`config.mk`:
```
export PLATFORM = sky130hd
export DESIGN_NAME = battery_node_frame_decoder
export DESIGN_NICKNAME = d
export VERILOG_FILES = /design/src/hdl/bnfd_pkg.sv /design/src/hdl/bnfd_dabble.sv /design/src/hdl/battery_node_frame_decoder.sv
export SDC_FILE = /design/constraint.sdc
export NUM_CORES = 1
export LEC_CHECK = 0
export BUFFER_PORTS_ARGS = -buffer_cell sky130_fd_sc_hd__buf_4
export CAP_MARGIN = 10
export CORE_AREA = 4 4 209 160
export DETAILED_ROUTE_END_ITERATION = 8
export DIE_AREA = 0 0 213 164
export GPL_TIMING_DRIVEN = 0
export PLACE_DENSITY_LB_ADDON = 0.25
export SYNTH_ARGS = -nofsm -noshare
export SYNTH_HDL_FRONTEND = slang
export SYNTH_HIERARCHICAL = 1
export SYNTH_SLANG_ARGS = --single-unit
```
`constraint.sdc`:
```
create_clock -name clk -period 10.08 [get_ports clk]
set_input_delay 0.504 -clock clk [delete_from_list [all_inputs] [get_ports clk]]
set_output_delay 0.504 -clock clk [all_outputs]
set_load 0.1 [all_outputs]
```
`src/hdl/bnfd_pkg.sv`:
```
package bnfd_pkg;

	localparam int FRAME_BYTES = 11;
	localparam int PTR_W = $clog2(FRAME_BYTES + 1);
	localparam int IDX_W = $clog2(FRAME_BYTES);

	localparam int ID_BITS    = 32;
	localparam int VOL_BITS   = 12;
	localparam int ID_DIGITS  = 10;
	localparam int VOL_DIGITS = 4;
	localparam int STEP_W     = $clog2(ID_BITS);

	localparam logic [3:0] ERROR_LIMIT_RESET = 4'd3;
	localparam logic [7:0] HEADER_BASE       = 8'hA0;
	localparam logic [11:0] VOL_MASK         = 12'hFFF;

	typedef enum logic [1:0] {
		CMD_START = 2'd0,
		CMD_BYTE  = 2'd1,
		CMD_EVAL  = 2'd2,
		CMD_NONE  = 2'd3
	} cmd_t;

	typedef enum logic [2:0] {
		ST_IDLE,
		ST_SUM,
		ST_CHECK,
		ST_CONV,
		ST_DONE
	} state_t;

	typedef enum logic [1:0] {
		BAT_OTHER  = 2'd0,
		BAT_STAT10 = 2'd1,
		BAT_STAT01 = 2'd2,
		BAT_STAT00 = 2'd3
	} bat_status_t;

	typedef struct packed {
		logic busy;
		logic done;
	} conv_stat_t;

	function automatic logic [3:0] bcd_adjust(input logic [3:0] d);
		return (d >= 4'd5) ? 4'(d + 4'd3) : d;
	endfunction

	function automatic bat_status_t map_status(input logic [7:0] b);
		bat_status_t s;
		unique case (b)
			8'h10:   s = BAT_STAT10;
			8'h01:   s = BAT_STAT01;
			8'h00:   s = BAT_STAT00;
			default: s = BAT_OTHER;
		endcase
		return s;
	endfunction

endpackage

```
`src/hdl/bnfd_dabble.sv`:
```
module bnfd_dabble (
	input  logic                                 clk,
	input  logic                                 arst_n,
	input  logic                                 start,
	input  logic [bnfd_pkg::ID_BITS-1:0]         id_bin,
	input  logic [bnfd_pkg::VOL_BITS-1:0]        vol_bin,
	output bnfd_pkg::conv_stat_t                 stat,
	output logic [4*bnfd_pkg::ID_DIGITS-1:0]     id_bcd,
	output logic [4*bnfd_pkg::VOL_DIGITS-1:0]    vol_bcd
);

	localparam int IDW = 4 * bnfd_pkg::ID_DIGITS;
	localparam int VW  = 4 * bnfd_pkg::VOL_DIGITS;
	localparam logic [bnfd_pkg::STEP_W-1:0] LAST_STEP =
		bnfd_pkg::STEP_W'(bnfd_pkg::ID_BITS - 1);
	localparam logic [bnfd_pkg::STEP_W-1:0] VOL_FIRST =
		bnfd_pkg::STEP_W'(bnfd_pkg::ID_BITS - bnfd_pkg::VOL_BITS);

	logic                            busy_q, done_q;
	logic [bnfd_pkg::STEP_W-1:0]     step_q;
	logic [bnfd_pkg::ID_BITS-1:0]    bin_q;
	logic [bnfd_pkg::VOL_BITS-1:0]   vbin_q;
	logic [IDW-1:0]                  idb_q, id_adj;
	logic [VW-1:0]                   vb_q, vol_adj;

	// add-3 correction per digit ahead of each shift
	always_comb begin
		for (int i = 0; i < bnfd_pkg::ID_DIGITS; i++) begin
			id_adj[4*i +: 4] = bnfd_pkg::bcd_adjust(idb_q[4*i +: 4]);
		end
		for (int i = 0; i < bnfd_pkg::VOL_DIGITS; i++) begin
			vol_adj[4*i +: 4] = bnfd_pkg::bcd_adjust(vb_q[4*i +: 4]);
		end
	end

	always_ff @(posedge clk or negedge arst_n) begin
		if (!arst_n) begin
			busy_q <= 1'b0;
			done_q <= 1'b0;
			step_q <= '0;
		end else begin
			done_q <= busy_q && (step_q == LAST_STEP);
			if (start) begin
				busy_q <= 1'b1;
				step_q <= '0;
			end else if (busy_q) begin
				step_q <= step_q + 1'b1;
				if (step_q == LAST_STEP) begin
					busy_q <= 1'b0;
				end
			end
		end
	end

	always_ff @(posedge clk) begin
		if (start) begin
			bin_q  <= id_bin;
			vbin_q <= vol_bin;
			idb_q  <= '0;
			vb_q   <= '0;
		end else if (busy_q) begin
			idb_q <= {id_adj[IDW-2:0], bin_q[bnfd_pkg::ID_BITS-1]};
			bin_q <= {bin_q[bnfd_pkg::ID_BITS-2:0], 1'b0};
			if (step_q >= VOL_FIRST) begin
				vb_q   <= {vol_adj[VW-2:0], vbin_q[bnfd_pkg::VOL_BITS-1]};
				vbin_q <= {vbin_q[bnfd_pkg::VOL_BITS-2:0], 1'b0};
			end
		end
	end

	assign stat.busy = busy_q;
	assign stat.done = done_q;
	assign id_bcd    = idb_q;
	assign vol_bcd   = vb_q;

endmodule

```
`src/hdl/battery_node_frame_decoder.sv`:
```
// channel  dir  signals                      content
// s_*      in   tvalid tready tdata tuser    command, received byte, node number
// m_*      out  tvalid tready tdata tuser    frame result and decoded fields
// cfg_*    in   we data                      error_limit register
//
// Start and byte commands are taken while s_tready is high. Evaluate sums bytes 0 to 9
// through the checksum adder and, on a good frame, then runs the 32 steps of the
// shift/add-3 BCD converter; a bad frame skips the conversion. s_tready is low meanwhile.
// Reset clears control state and the fill pointer; frame bytes past the pointer read as zero.
// A result waits in the output register; a new evaluate holds in its last state until it is taken.
module battery_node_frame_decoder (
	input  logic        clk,
	input  logic        arst_n,
	input  logic        s_tvalid,
	output logic        s_tready,
	input  logic [15:0] s_tdata,  // rx_byte[7:0], node_number[11:8], zero[15:12]
	input  logic [1:0]  s_tuser,  // command[1:0]
	output logic        m_tvalid,
	input  logic        m_tready,
	output logic [79:0] m_tdata,  // node_id[3:0], id_type_byte[11:4], id_code_byte[19:12],
	                              // id_decimal_bcd[59:20], voltage_bcd[75:60],
	                              // battery_status[77:76], lock_state[78], zero[79]
	output logic [1:0]  m_tuser,  // frame_ok[0], node_dropped[1]
	input  logic        cfg_we,
	input  logic [3:0]  cfg_data
);

	localparam int NB = bnfd_pkg::FRAME_BYTES;
	localparam logic [bnfd_pkg::IDX_W-1:0] LAST_SUM = bnfd_pkg::IDX_W'(NB - 2);
	localparam logic [bnfd_pkg::PTR_W-1:0] PTR_FULL = bnfd_pkg::PTR_W'(NB);

	bnfd_pkg::state_t state_q, state_d;

	logic [7:0]                  frame_q [NB];
	logic [bnfd_pkg::PTR_W-1:0]  ptr_q;
	logic [bnfd_pkg::IDX_W-1:0]  idx_q;
	logic [7:0]                  sum_q;
	logic [3:0]                  err_q, limit_q, node_q;
	logic                        active_q;
	logic                        ok_q, drop_q;
	logic [7:0]                  type_q, code_q;
	logic [1:0]                  stat_q;
	logic                        lock_q;
	logic                        out_valid_q;
	logic [79:0]                 out_data_q;
	logic [1:0]                  out_user_q;

	logic                        accept, is_eval, frame_good, out_free, conv_start;
	logic [4:0]                  err_next;
	bnfd_pkg::cmd_t              cmd;
	bnfd_pkg::conv_stat_t        conv_stat;
	logic [39:0]                 id_bcd;
	logic [15:0]                 vol_bcd;
	logic [7:0]                  b [NB];

	// bytes beyond the fill pointer were never received and read as zero
	always_comb begin
		for (int i = 0; i < NB; i++) begin
			b[i] = (bnfd_pkg::PTR_W'(i) < ptr_q) ? frame_q[i] : 8'h00;
		end
	end

	assign cmd        = bnfd_pkg::cmd_t'(s_tuser);
	assign accept     = s_tvalid && s_tready;
	assign is_eval    = accept && (cmd == bnfd_pkg::CMD_EVAL) && active_q;
	assign frame_good = (b[0] == ~(bnfd_pkg::HEADER_BASE | {4'h0, node_q}))
	                    && (sum_q == b[NB-1]);
	assign out_free   = !out_valid_q || m_tready;
	assign err_next   = {1'b0, err_q} + 5'd1;

	always_comb begin
		state_d = state_q;
		unique case (state_q)
			bnfd_pkg::ST_IDLE:  if (is_eval) state_d = bnfd_pkg::ST_SUM;
			bnfd_pkg::ST_SUM:   if (idx_q == LAST_SUM) state_d = bnfd_pkg::ST_CHECK;
			bnfd_pkg::ST_CHECK: state_d = frame_good ? bnfd_pkg::ST_CONV : bnfd_pkg::ST_DONE;
			bnfd_pkg::ST_CONV:  if (conv_stat.done) state_d = bnfd_pkg::ST_DONE;
			bnfd_pkg::ST_DONE:  if (out_free) state_d = bnfd_pkg::ST_IDLE;
			default:            state_d = bnfd_pkg::ST_IDLE;
		endcase
	end

	always_comb begin
		s_tready   = (state_q == bnfd_pkg::ST_IDLE);
		conv_start = (state_q == bnfd_pkg::ST_CHECK) && frame_good;
	end

	bnfd_dabble u_dabble (
		.clk     (clk),
		.arst_n  (arst_n),
		.start   (conv_start),
		.id_bin  ({b[6], b[5], b[4], b[3]}),
		.vol_bin ({b[7][3:0], b[8]} & bnfd_pkg::VOL_MASK),
		.stat    (conv_stat),
		.id_bcd  (id_bcd),
		.vol_bcd (vol_bcd)
	);

	always_ff @(posedge clk or negedge arst_n) begin
		if (!arst_n) begin
			state_q     <= bnfd_pkg::ST_IDLE;
			ptr_q       <= '0;
			idx_q       <= '0;
			err_q       <= '0;
			limit_q     <= bnfd_pkg::ERROR_LIMIT_RESET;
			node_q      <= '0;
			active_q    <= 1'b0;
			ok_q        <= 1'b0;
			drop_q      <= 1'b0;
			out_valid_q <= 1'b0;
		end else begin
			state_q <= state_d;
			if (cfg_we) begin
				limit_q <= cfg_data;
			end
			if (accept && (cmd == bnfd_pkg::CMD_START)) begin
				ptr_q    <= '0;
				node_q   <= s_tdata[11:8];
				active_q <= 1'b1;
			end
			if (accept && (cmd == bnfd_pkg::CMD_BYTE) && active_q && (ptr_q < PTR_FULL)) begin
				ptr_q <= ptr_q + 1'b1;
			end
			if (is_eval) begin
				idx_q <= '0;
			end else if (state_q == bnfd_pkg::ST_SUM) begin
				idx_q <= idx_q + 1'b1;
			end
			if (state_q == bnfd_pkg::ST_CHECK) begin
				ptr_q  <= '0;
				ok_q   <= frame_good;
				drop_q <= 1'b0;
				if (frame_good) begin
					active_q <= 1'b0;
				end else if (err_next > {1'b0, limit_q}) begin
					err_q    <= '0;
					active_q <= 1'b0;
					drop_q   <= 1'b1;
				end else begin
					err_q <= err_next[3:0];
				end
			end
			if ((state_q == bnfd_pkg::ST_DONE) && out_free) begin
				out_valid_q <= 1'b1;
			end else if (m_tready) begin
				out_valid_q <= 1'b0;
			end
		end
	end

	always_ff @(posedge clk) begin
		if (accept && (cmd == bnfd_pkg::CMD_BYTE) && active_q && (ptr_q < PTR_FULL)) begin
			frame_q[ptr_q[bnfd_pkg::IDX_W-1:0]] <= s_tdata[7:0];
		end
		if (is_eval) begin
			sum_q <= 8'h00;
		end else if (state_q == bnfd_pkg::ST_SUM) begin
			sum_q <= sum_q + b[idx_q];
		end
		if (state_q == bnfd_pkg::ST_CHECK) begin
			type_q <= b[1];
			code_q <= b[2];
			stat_q <= bnfd_pkg::map_status(b[9]);
			lock_q <= b[7][4];
		end
		if ((state_q == bnfd_pkg::ST_DONE) && out_free) begin
			out_user_q <= {drop_q, ok_q};
			if (ok_q) begin
				out_data_q <= {1'b0, lock_q, stat_q, vol_bcd, id_bcd, code_q, type_q, node_q};
			end else begin
				out_data_q <= {76'h0, node_q};
			end
		end
	end

	assign m_tvalid = out_valid_q;
	assign m_tdata  = out_data_q;
	assign m_tuser  = out_user_q;

endmodule

```
# Word-level counts from Yosys, hierarchy flattened
# Memories as Yosys holds them, arrays and structs flattened.
# Cells that the tools add are included.
[word_totals]
register_bits = 243
mem_bits_rw = 88
output_inout_bits = 84
wordCells = 179
mem_count = 1
in_bits = 27
[classes]
n_reduce_logical = 25
n_lt_le_gt_ge = 29
n_eq_ne = 16
add_sub_neg = 19
muxes = 61
bitwise = 3
[memory_table]
columns = ["name", "words", "word_bits", "read_ports", "rd_ports_with_merged_regs", "wr", "line", "source"]
rows = [
  ["frame_q", 11, 8, 11, 0, 1, "battery_node_frame_decoder.sv:34", "logic [7:0] frame_q [NB];"],
]
[ops]
columns = ["operator", "count"]
rows = [
  ["$mux W8", 13],
  ["$mux W4", 18],
  ["$mux W32", 2],
  ["$ge A4 B3 Y1 const B", 14],
  ["$add A4 B2 Y4 const B", 12],
  ["$mux W12", 3],
  ["$bmux W8 S4", 1],
  ["$mux W3", 7],
  ["$eq A8 B8 Y1", 2],
  ["$lt A3 B4 Y1 const A", 4],
  ["$pmux W3 S5", 1],
  ["$mux W1", 13],
  ["$lt A4 B4 Y1 const A", 3],
  ["$logic_and A1 B1 Y1", 11],
  ["$ge A5 B5 Y1 const B", 2],
  ["$mux W5", 2],
  ["$add A4 B1 Y4 const B", 2],
  ["$add A8 B8 Y8", 1],
  ["$eq A8 B1 Y1 const B", 1],
  ["$eq A8 B5 Y1 const B", 1],
  ["$logic_not A8 Y1", 1],
  ["$lt A1 B4 Y1 const A", 2],
  ["$lt A2 B4 Y1 const A", 2],
  ["$not A8 Y8", 1],
  ["other kinds (25)", 34],
]

# Depth between registers and ports, before layout
# Gate-level depths: netlist of run 1.
[logic_depth]
word_depth = 7
depth_mapped = 18
depth_no_buf = 17

# Cells and area by module
# The synthesis of run 1 kept the hierarchy.
[by_module_without_submodules]
columns = ["module", "area_per_inst_um2", "cells_each", "seq_area_each_um2", "n_inst"]
rows = [
  ["battery_node_frame_decoder", 9894.5, 756, 6483.7, 1],
  ["bnfd_dabble", 5586.6, 541, 2617.5, 1],
]

# Worst setup path after synthesis of run 1
# OpenSTA, ideal clock, no wires.
[synth_path]
kind = "register to register"
startpoint = "reg out_valid_q (netlist: m_tvalid)"
endpoint = "reg out_data_q[0] (netlist: m_tdata[0]), enable pin"
slack_ps = 5135
t_required_ps = 9559
stages_incl_launch_ff = 3
path_buffers = 0
arrival_time_ps = 4424
setup_time_ps = 521
period_less_slack_ps = 4945
path_cell_list = "dfrtp_1 nor2b_1 nor2_1"
[synth_via]
elab_chain_len = 3
[synth_lines]
columns = ["element", "line", "source"]
rows = [
  ["start: declaration", "battery_node_frame_decoder.sv:44", "logic out_valid_q;"],
  ["start signal: assignment", "battery_node_frame_decoder.sv:110", "out_valid_q <= 1'b0;"],
  ["start signal: assignment", "battery_node_frame_decoder.sv:144", "out_valid_q <= 1'b1;"],
  ["start signal: assignment", "battery_node_frame_decoder.sv:146", "out_valid_q <= 1'b0;"],
  ["$logic_not A1 Y1", "battery_node_frame_decoder.sv:68", "assign out_free = !out_valid_q || m_tready;"],
  ["$logic_or A1 B1 Y1", "battery_node_frame_decoder.sv:68", ""],
  ["$logic_and A1 B1 Y1", "battery_node_frame_decoder.sv:166", "if ((state_q == bnfd_pkg::ST_DONE) && out_free) begin"],
  ["end signal: assignment", "battery_node_frame_decoder.sv:169", "out_data_q <= {1'b0, lock_q, stat_q, vol_bcd, id_bcd, code_q, type_q, node_q};"],
  ["end signal: assignment", "battery_node_frame_decoder.sv:171", "out_data_q <= {76'h0, node_q};"],
  ["end: declaration", "battery_node_frame_decoder.sv:45", "logic [79:0] out_data_q;"],
]
# No other way between the ends.
# A chain may end at the register's enable or synchronous reset.

# Final worst setup path of run 1
[layout_path]
startpoint = "reg idx_q[1] (netlist name)"
endpoint = "reg sum_q[7]"
[layout_via]
elab_chain_len = 5
[layout_lines]
columns = ["element", "line", "source"]
rows = [
  ["start: declaration", "battery_node_frame_decoder.sv:36", "logic [bnfd_pkg::IDX_W-1:0] idx_q;"],
  ["start signal: assignment", "battery_node_frame_decoder.sv:127", "idx_q <= idx_q + 1'b1;"],
  ["$not A4 Y5 (implied by the code)", "battery_node_frame_decoder.sv:158", "sum_q <= sum_q + b[idx_q];"],
  ["$bmux W8 S4", "battery_node_frame_decoder.sv:158", ""],
  ["$mux W8 (implied by the code) (2 in series)", "battery_node_frame_decoder.sv:158", ""],
  ["$add A8 B8 Y8", "battery_node_frame_decoder.sv:158", ""],
  ["end signal: assignment", "battery_node_frame_decoder.sv:158", ""],
  ["end: declaration", "battery_node_frame_decoder.sv:37", "logic [7:0] sum_q;"],
]
# No other way between the ends. The select of a mux whose other input is x is not followed.

==> results of run 1 <==
==> flip-flops by register name, indices dropped and copies added, names as in the netlist, 8 cells and up <==
register,flops
m_tdata,79
frame_q,88
u_dabble/vol_bcd,16
u_dabble/id_bcd,40
sum_q,8
type_q,8
u_dabble/bin_q,32
u_dabble/vbin_q,12
code_q,8
==> metrics by stage <==
step	hold WS, ps	util (%)
after floorplan	208	-
after CTS	162	57.9
after global placement	442	53.8
after detailed placement	447	54.1
final	189	57.9
after global routing	180	57.9
==> worst max-delay path: cells and delay by family, from the launching register on <==
| kind | cells | cell delay (ps) |
|---|---|---|
| adder cells (fa/ha/maj) | 1 | 300 |
| multiplexers | 1 | 130 |
| flip-flops | 1 | 350 |
| XOR/XNOR | 1 | 170 |
| buffers and inverters | 3 | 1670 |
| AND/OR/NAND/NOR | 3 | 670 |
| AO/OA/AOI/OAI | 6 | 1360 |
==> power groups by stage <==
stage / logic (mW) / registers (mW) / clock network [mW]
floorplan: 0.527 / 1.87 / 0
global placement: 0.957 / 1.67 / 0
detailed placement: 0.984 / 1.67 / 0
CTS: 0.990 / 1.64 / 1.34
global route: 1.07 / 1.65 / 1.40
finish: 0.997 / 1.64 / 1.31
==> final timing paths <==
kind | startpoint | to | slack [ps] | cells after the start
setup / recovery | idx_q[1] | sum_q[7] | 5300 | 15
hold / removal | cfg_we | limit_q[1] | 190 | 2
setup reg to reg | idx_q[1] | sum_q[7] | 5300 | 15
hold reg to reg | drop_q | m_tuser[1] | 460 | 0
max in group asynchronous | arst_n | limit_q[0] | 9220 | 2
min in group asynchronous | arst_n | state_q[0] | 490 | 2
==> cell type report <==
type                    instances  area [um^2]  share of cell area (%)
clock buffers                  47          973                    5.40
flip-flops and latches        330         9100                    50.4
multi-input cells             840         5840                    32.3
well taps                     406          508                    2.82
plain buffers                  66          332                    1.84
repair buffers                110          873                    4.84
clock inverters                17          194                    1.07
inverters                      60          225                    1.25
==> routing by layer <==
layer,track usage (%),up-vias
met5,0,-
met4,4.45,0
met3,4.43,45
met2,30.4,449
met1,33.6,5302
li1,-,5043
==> timing repair <==
item / CTS / global route
hold buffers: 1 / 0
resized for setup: 0 / 0
hold endpoints to repair: 32 / 0
==> flow_summary_export.csv, run 1 <==
group,metric,value,unit
outcome,status,"finished, final reports clean",
final_layout,mostFrequentLayoutCells,"edfxtp_1, and2_1, buf_4, nand2_1, nor2_1",
clock_network,clk_pin_slew,60,ps
clock_network,clockBufferDepth,3,
clock_network,h-tree-depth,2,
die,die_h,164,um
detailed_routing,highest_layer,"met4",
sta,finalSetupViolCount,0,
sta,worst_clock_skew,17.8,ps
global_route,grt_pass1_vias,10200,
final_layout,drive_above_1_share,18.2,%
final_layout,antenna_cells,0,
place,io_buffers,105,
yosys,syn-mean-instance-area,11.9,um^2
detailed_routing,met2WireLength,15.9,mm
final_layout,syn2layout_area_growth,16.6,%
global_route,grt_max_degree,37,
power,clkPwrFrac,33.2,%
worst_setup_path,path_cells,"clkbuf_1 -> buf_1 -> clkbuf_1 -> a211oi_1 -> nor3_1 -> a21oi_1 -> o22ai_1 -> ha_1 -> a21o_1 -> a211oi_1 -> nor2_1 -> o41ai_1 -> xnor2_1 -> nand2_1 -> mux2i_1",
final_layout,nets,1522,
clock_network,cts_root_buf,"clkbuf_16",
worst_setup_path,startpoint_type,"flop",
place,dpl_worst_slack,5460,ps
detailed_routing,wl_met1,17.6,mm
detailed_routing,vias_per_cell,5.78,
power,power,3.95,mW
place,hpwlAfterDp,26.4,mm
sta,setup_slack,5300,ps
place,placed_cells,1811,
job,drv_cap,0,
sta,report.final.slew_viol_count,0,
sta,final_hold_viol_count,0,
final_layout,layout_commonest_cell,"edfxtp_1",
die,die_w,213,um
clock_network,cts_buffers,36,
sta,slew_headroom,36.8,%
worst_setup_path,critPathKind,"reg -> reg",
worst_setup_path,cp-end-kind,"flop",
die,io-pin-count,111,
die,start_util,49.6,%
detailed_routing,drtAntennaViolNets,0,
power,p_leak,6.73,nW
detailed_routing,drc,0,
detailed_routing,firstDrtPassIters,8,
clock_network,worstSkewPairLatency,520,ps
place,gp_congestion,0.925,
place,place_area,16900,um^2
power,p_sw,1.29,mW
worst_setup_path,cpPeakStageDelay,700,ps
power,p_int,2.66,mW
global_route,antenna_found_initial,0,
global_route,grt_usage,21.3,%
yosys,synth_area,15500,um^2
clock_network,clock-sinks,330,
power,p_per_area,219,nW/um^2
detailed_routing,num_vias,10800,
power,vdd_drop_max,0.000132,V
yosys,syn-num-nets,1374,
sta,final.period_utilization,47.4,%
clock_network,post_cts_buffers,0,
detailed_routing,dr.first_iter.drc_count,1053,
global_route,grt_pass1_wl,57.7,mm
detailed_routing,dr_wl_met3,3.47,mm
sta,rsz0062_at_grt,"no",
final_layout,instances_no_fill,1876,
die,fp.coreArea,31200,um^2
die,num_rows,56,
sta,fin_setup_tns,0,ps
power,pwr-share-comb,25.2,%
clock_network,cts_tree,"yes",
hold_path,hold_class,"in -> reg",
detailed_routing,wire_per_inst,20.0,um
yosys,synth_warnings,6,
worst_setup_path,cp_max_fo,10,
detailed_routing,finalWirelength,37.5,mm
sta,min_period,4780,ps
die,dieArea,34900,um^2
power,pwr-share-seq,41.6,%
worst_setup_path,cp.required,10480,ps
final_layout,nFillCells,2555,
worst_setup_path,cpMaxStageDelayCell,"buf_1",
final_layout,fin_area,18000,um^2
worst_setup_path,arrival,5180,ps
sta,worstMarginPinSlew,939,ps
sta,clock.fmax,209,MHz
global_route,overflow,0,
yosys,syn_inst,1296,
power,switching_share,32.6,%
(Power assumes the default switching activity.)
==> run 2, diff against run 1 <==
==> constraint.sdc (replaced) <==
create_clock -name clk -period 4.45 [get_ports clk]
set_input_delay 0.2225 -clock clk [delete_from_list [all_inputs] [get_ports clk]]
set_output_delay 0.2225 -clock clk [all_outputs]
set_load 0.1 [all_outputs]
==> run 2 against run 1 <==
First-iteration DRC count increased by 13%. Via count shrank 0.59%. Wire length shrank 0.27%. Clock skew rose by 4.2 ps. Utilization rose by 0.18 points. Clock-buffer cell count fell by 2. Sequential power grew 130%. Power grew 120%. Combinational power rose by 130%. Clock power is 110% higher. Critical endpoint is now u_dabble/bin_q[18]. Largest power group unchanged.
==> flow_summary_export.csv, run 2 (synthesized netlist as in run 1, its figures left out) <==
group,metric,value,unit
outcome,status,"finished, final reports clean",
global_route,antenna_found_initial,0,
die,dieArea,34900,um^2
die,start_util,49.6,%
detailed_routing,drc,0,
detailed_routing,finalWirelength,37.4,mm
power,clkPwrFrac,31.4,%
clock_network,cts_root_buf,"clkbuf_16",
worst_setup_path,cp_common_cell,"buf_2",
hold_path,hold_class,"in -> reg",
clock_network,cts_tree,"yes",
global_route,grt_max_degree,38,
global_route,grt_pass1_vias,10200,
sta,fin_setup_tns,0,ps
sta,final.period_utilization,94.5,%
worst_setup_path,critPathKind,"reg -> reg",
job,drv_cap,0,
place,placed_cells,1811,
place,dpl_worst_slack,-249,ps
sta,min_period,4200,ps
worst_setup_path,cp_max_fo,19,
worst_setup_path,cp.required,4670,ps
detailed_routing,drtAntennaViolNets,0,
final_layout,antenna_cells,0,
power,switching_share,33.5,%
place,gp_congestion,0.932,
detailed_routing,wire_per_inst,19.8,um
power,power,8.77,mW
die,fp.coreArea,31200,um^2
final_layout,mostFrequentLayoutCells,"edfxtp_1, and2_1, buf_4, nand2_1, nor2_1",
power,p_sw,2.93,mW
sta,clock.fmax,238,MHz
final_layout,layout_commonest_cell,"edfxtp_1",
sta,report.final.slew_viol_count,0,
sta,worstMarginPinSlew,938,ps
detailed_routing,dr.first_iter.drc_count,1191,
global_route,overflow,0,
worst_setup_path,path_delay_family,"simple AND/OR/NAND/NOR gates",
final_layout,instances_no_fill,1886,
worst_setup_path,startpoint_type,"flop",
worst_setup_path,critPathBufInv,5,
sta,final_hold_viol_count,0,
power,vdd_drop_max,0.000214,V
clock_network,cts_buffers,35,
place,io_buffers,105,
sta,rsz0062_at_grt,"no",
clock_network,h-tree-depth,2,
global_route,grt_usage,21.1,%
die,die_w,213,um
power,p_leak,6.73,nW
die,num_rows,56,
final_layout,final_core_util,58.0,%
worst_setup_path,path_cells,"inv_1 -> ha_1 -> or3b_4 -> nand4_1 -> a221o_1 -> nor4b_1 -> nand2_1 -> nor2_2 -> buf_2 -> buf_2 -> buf_2 -> or2_4 -> buf_16",
final_layout,syn2layout_area_growth,17.0,%
power,pwr-share-comb,26.2,%
clock_network,clock-sinks,330,
power,pwr-share-seq,42.4,%
clock_network,clockBufferDepth,3,
sta,setup_slack,246,ps
place,hpwlAfterDp,26.3,mm
die,die_h,164,um
sta,finalSetupViolCount,0,
worst_setup_path,cpPeakStageDelay,480,ps
detailed_routing,firstDrtPassIters,5,
power,p_per_area,484,nW/um^2
detailed_routing,num_vias,10800,
clock_network,worstSkewPairLatency,530,ps
die,io-pin-count,111,
worst_setup_path,arrival,4430,ps
sta,slew_headroom,37.0,%
power,p_int,5.83,mW
global_route,grt_pass1_wl,57.3,mm
clock_network,clk_pin_slew,60,ps
final_layout,nets,1533,
worst_setup_path,cpMaxStageDelayCell,"dfrtp_2",
sta,worst_clock_skew,22.0,ps
worst_setup_path,cp-end-kind,"flop",
final_layout,largest_reg_flops,88,
final_layout,drive_above_1_share,18.6,%
detailed_routing,vias_per_cell,5.71,
[run 2: per-layer routing]
metal  up-vias  global-route usage [%]  part of all wire [%]
li1       5074                       -                     -
met1      5218                    32.5                    47
met2       434                    30.4                    43
met3        49                    4.58                   8.9
met4         0                    5.30                   1.5
met5         -                       0                     0
[run 2: final cells by class]
type / count / area, um^2
sequential: 330 / 9100
clock buffer: 45 / 945
buffer: 65 / 332
fill: 2602 / 13100
inverter: 60 / 229
clock inverter: 17 / 126
tap: 406 / 508
timing repair buffer: 123 / 998
multi-input combinational: 840 / 5860
[run 2: worst paths after layout]
path	startpoint	end	slack [ps]	depth (start not counted)
setup / recovery	ptr_q[1]	u_dabble/bin_q[18]	250	13
hold / removal	s_tdata[5]	frame_q[3][5]	30	1
setup reg to reg	ptr_q[1]	u_dabble/bin_q[18]	250	13
hold reg to reg	drop_q	m_tuser[1]	450	0
max in group asynchronous	arst_n	limit_q[0]	3890	2
min in group asynchronous	arst_n	state_q[0]	190	2
[run 2: metrics by stage]
stage | area [um^2] | hold WS [ps]
2_1_floorplan | 15500 | -73.1
3_3_place_gp | 16800 | 221
4_1_cts | 18100 | 19.3
6_report | 18100 | 34.3
5_1_grt | 18100 | 24.5
3_5_place_dp | 16900 | 224
[run 2: power by group through the flow]
stage | Sequential, mW | Clock (mW) | Combinational (mW)
6_report | 3.72 | 2.76 | 2.29
5_1_grt | 3.74 | 2.96 | 2.45
4_1_cts | 3.72 | 2.82 | 2.25
3_5_place_dp | 3.78 | 0 | 2.23
3_3_place_gp | 3.78 | 0 | 2.17
2_1_floorplan | 4.22 | 0 | 1.20
[run 2: timing repair]
item | CTS | global route
setup endpoints to repair | 45 | 34
hold buffers | 12 | 0
endpoints found under the hold margin | 52 | 0
gates resized for setup | 4 | 8
buffers inserted | 0 | 2
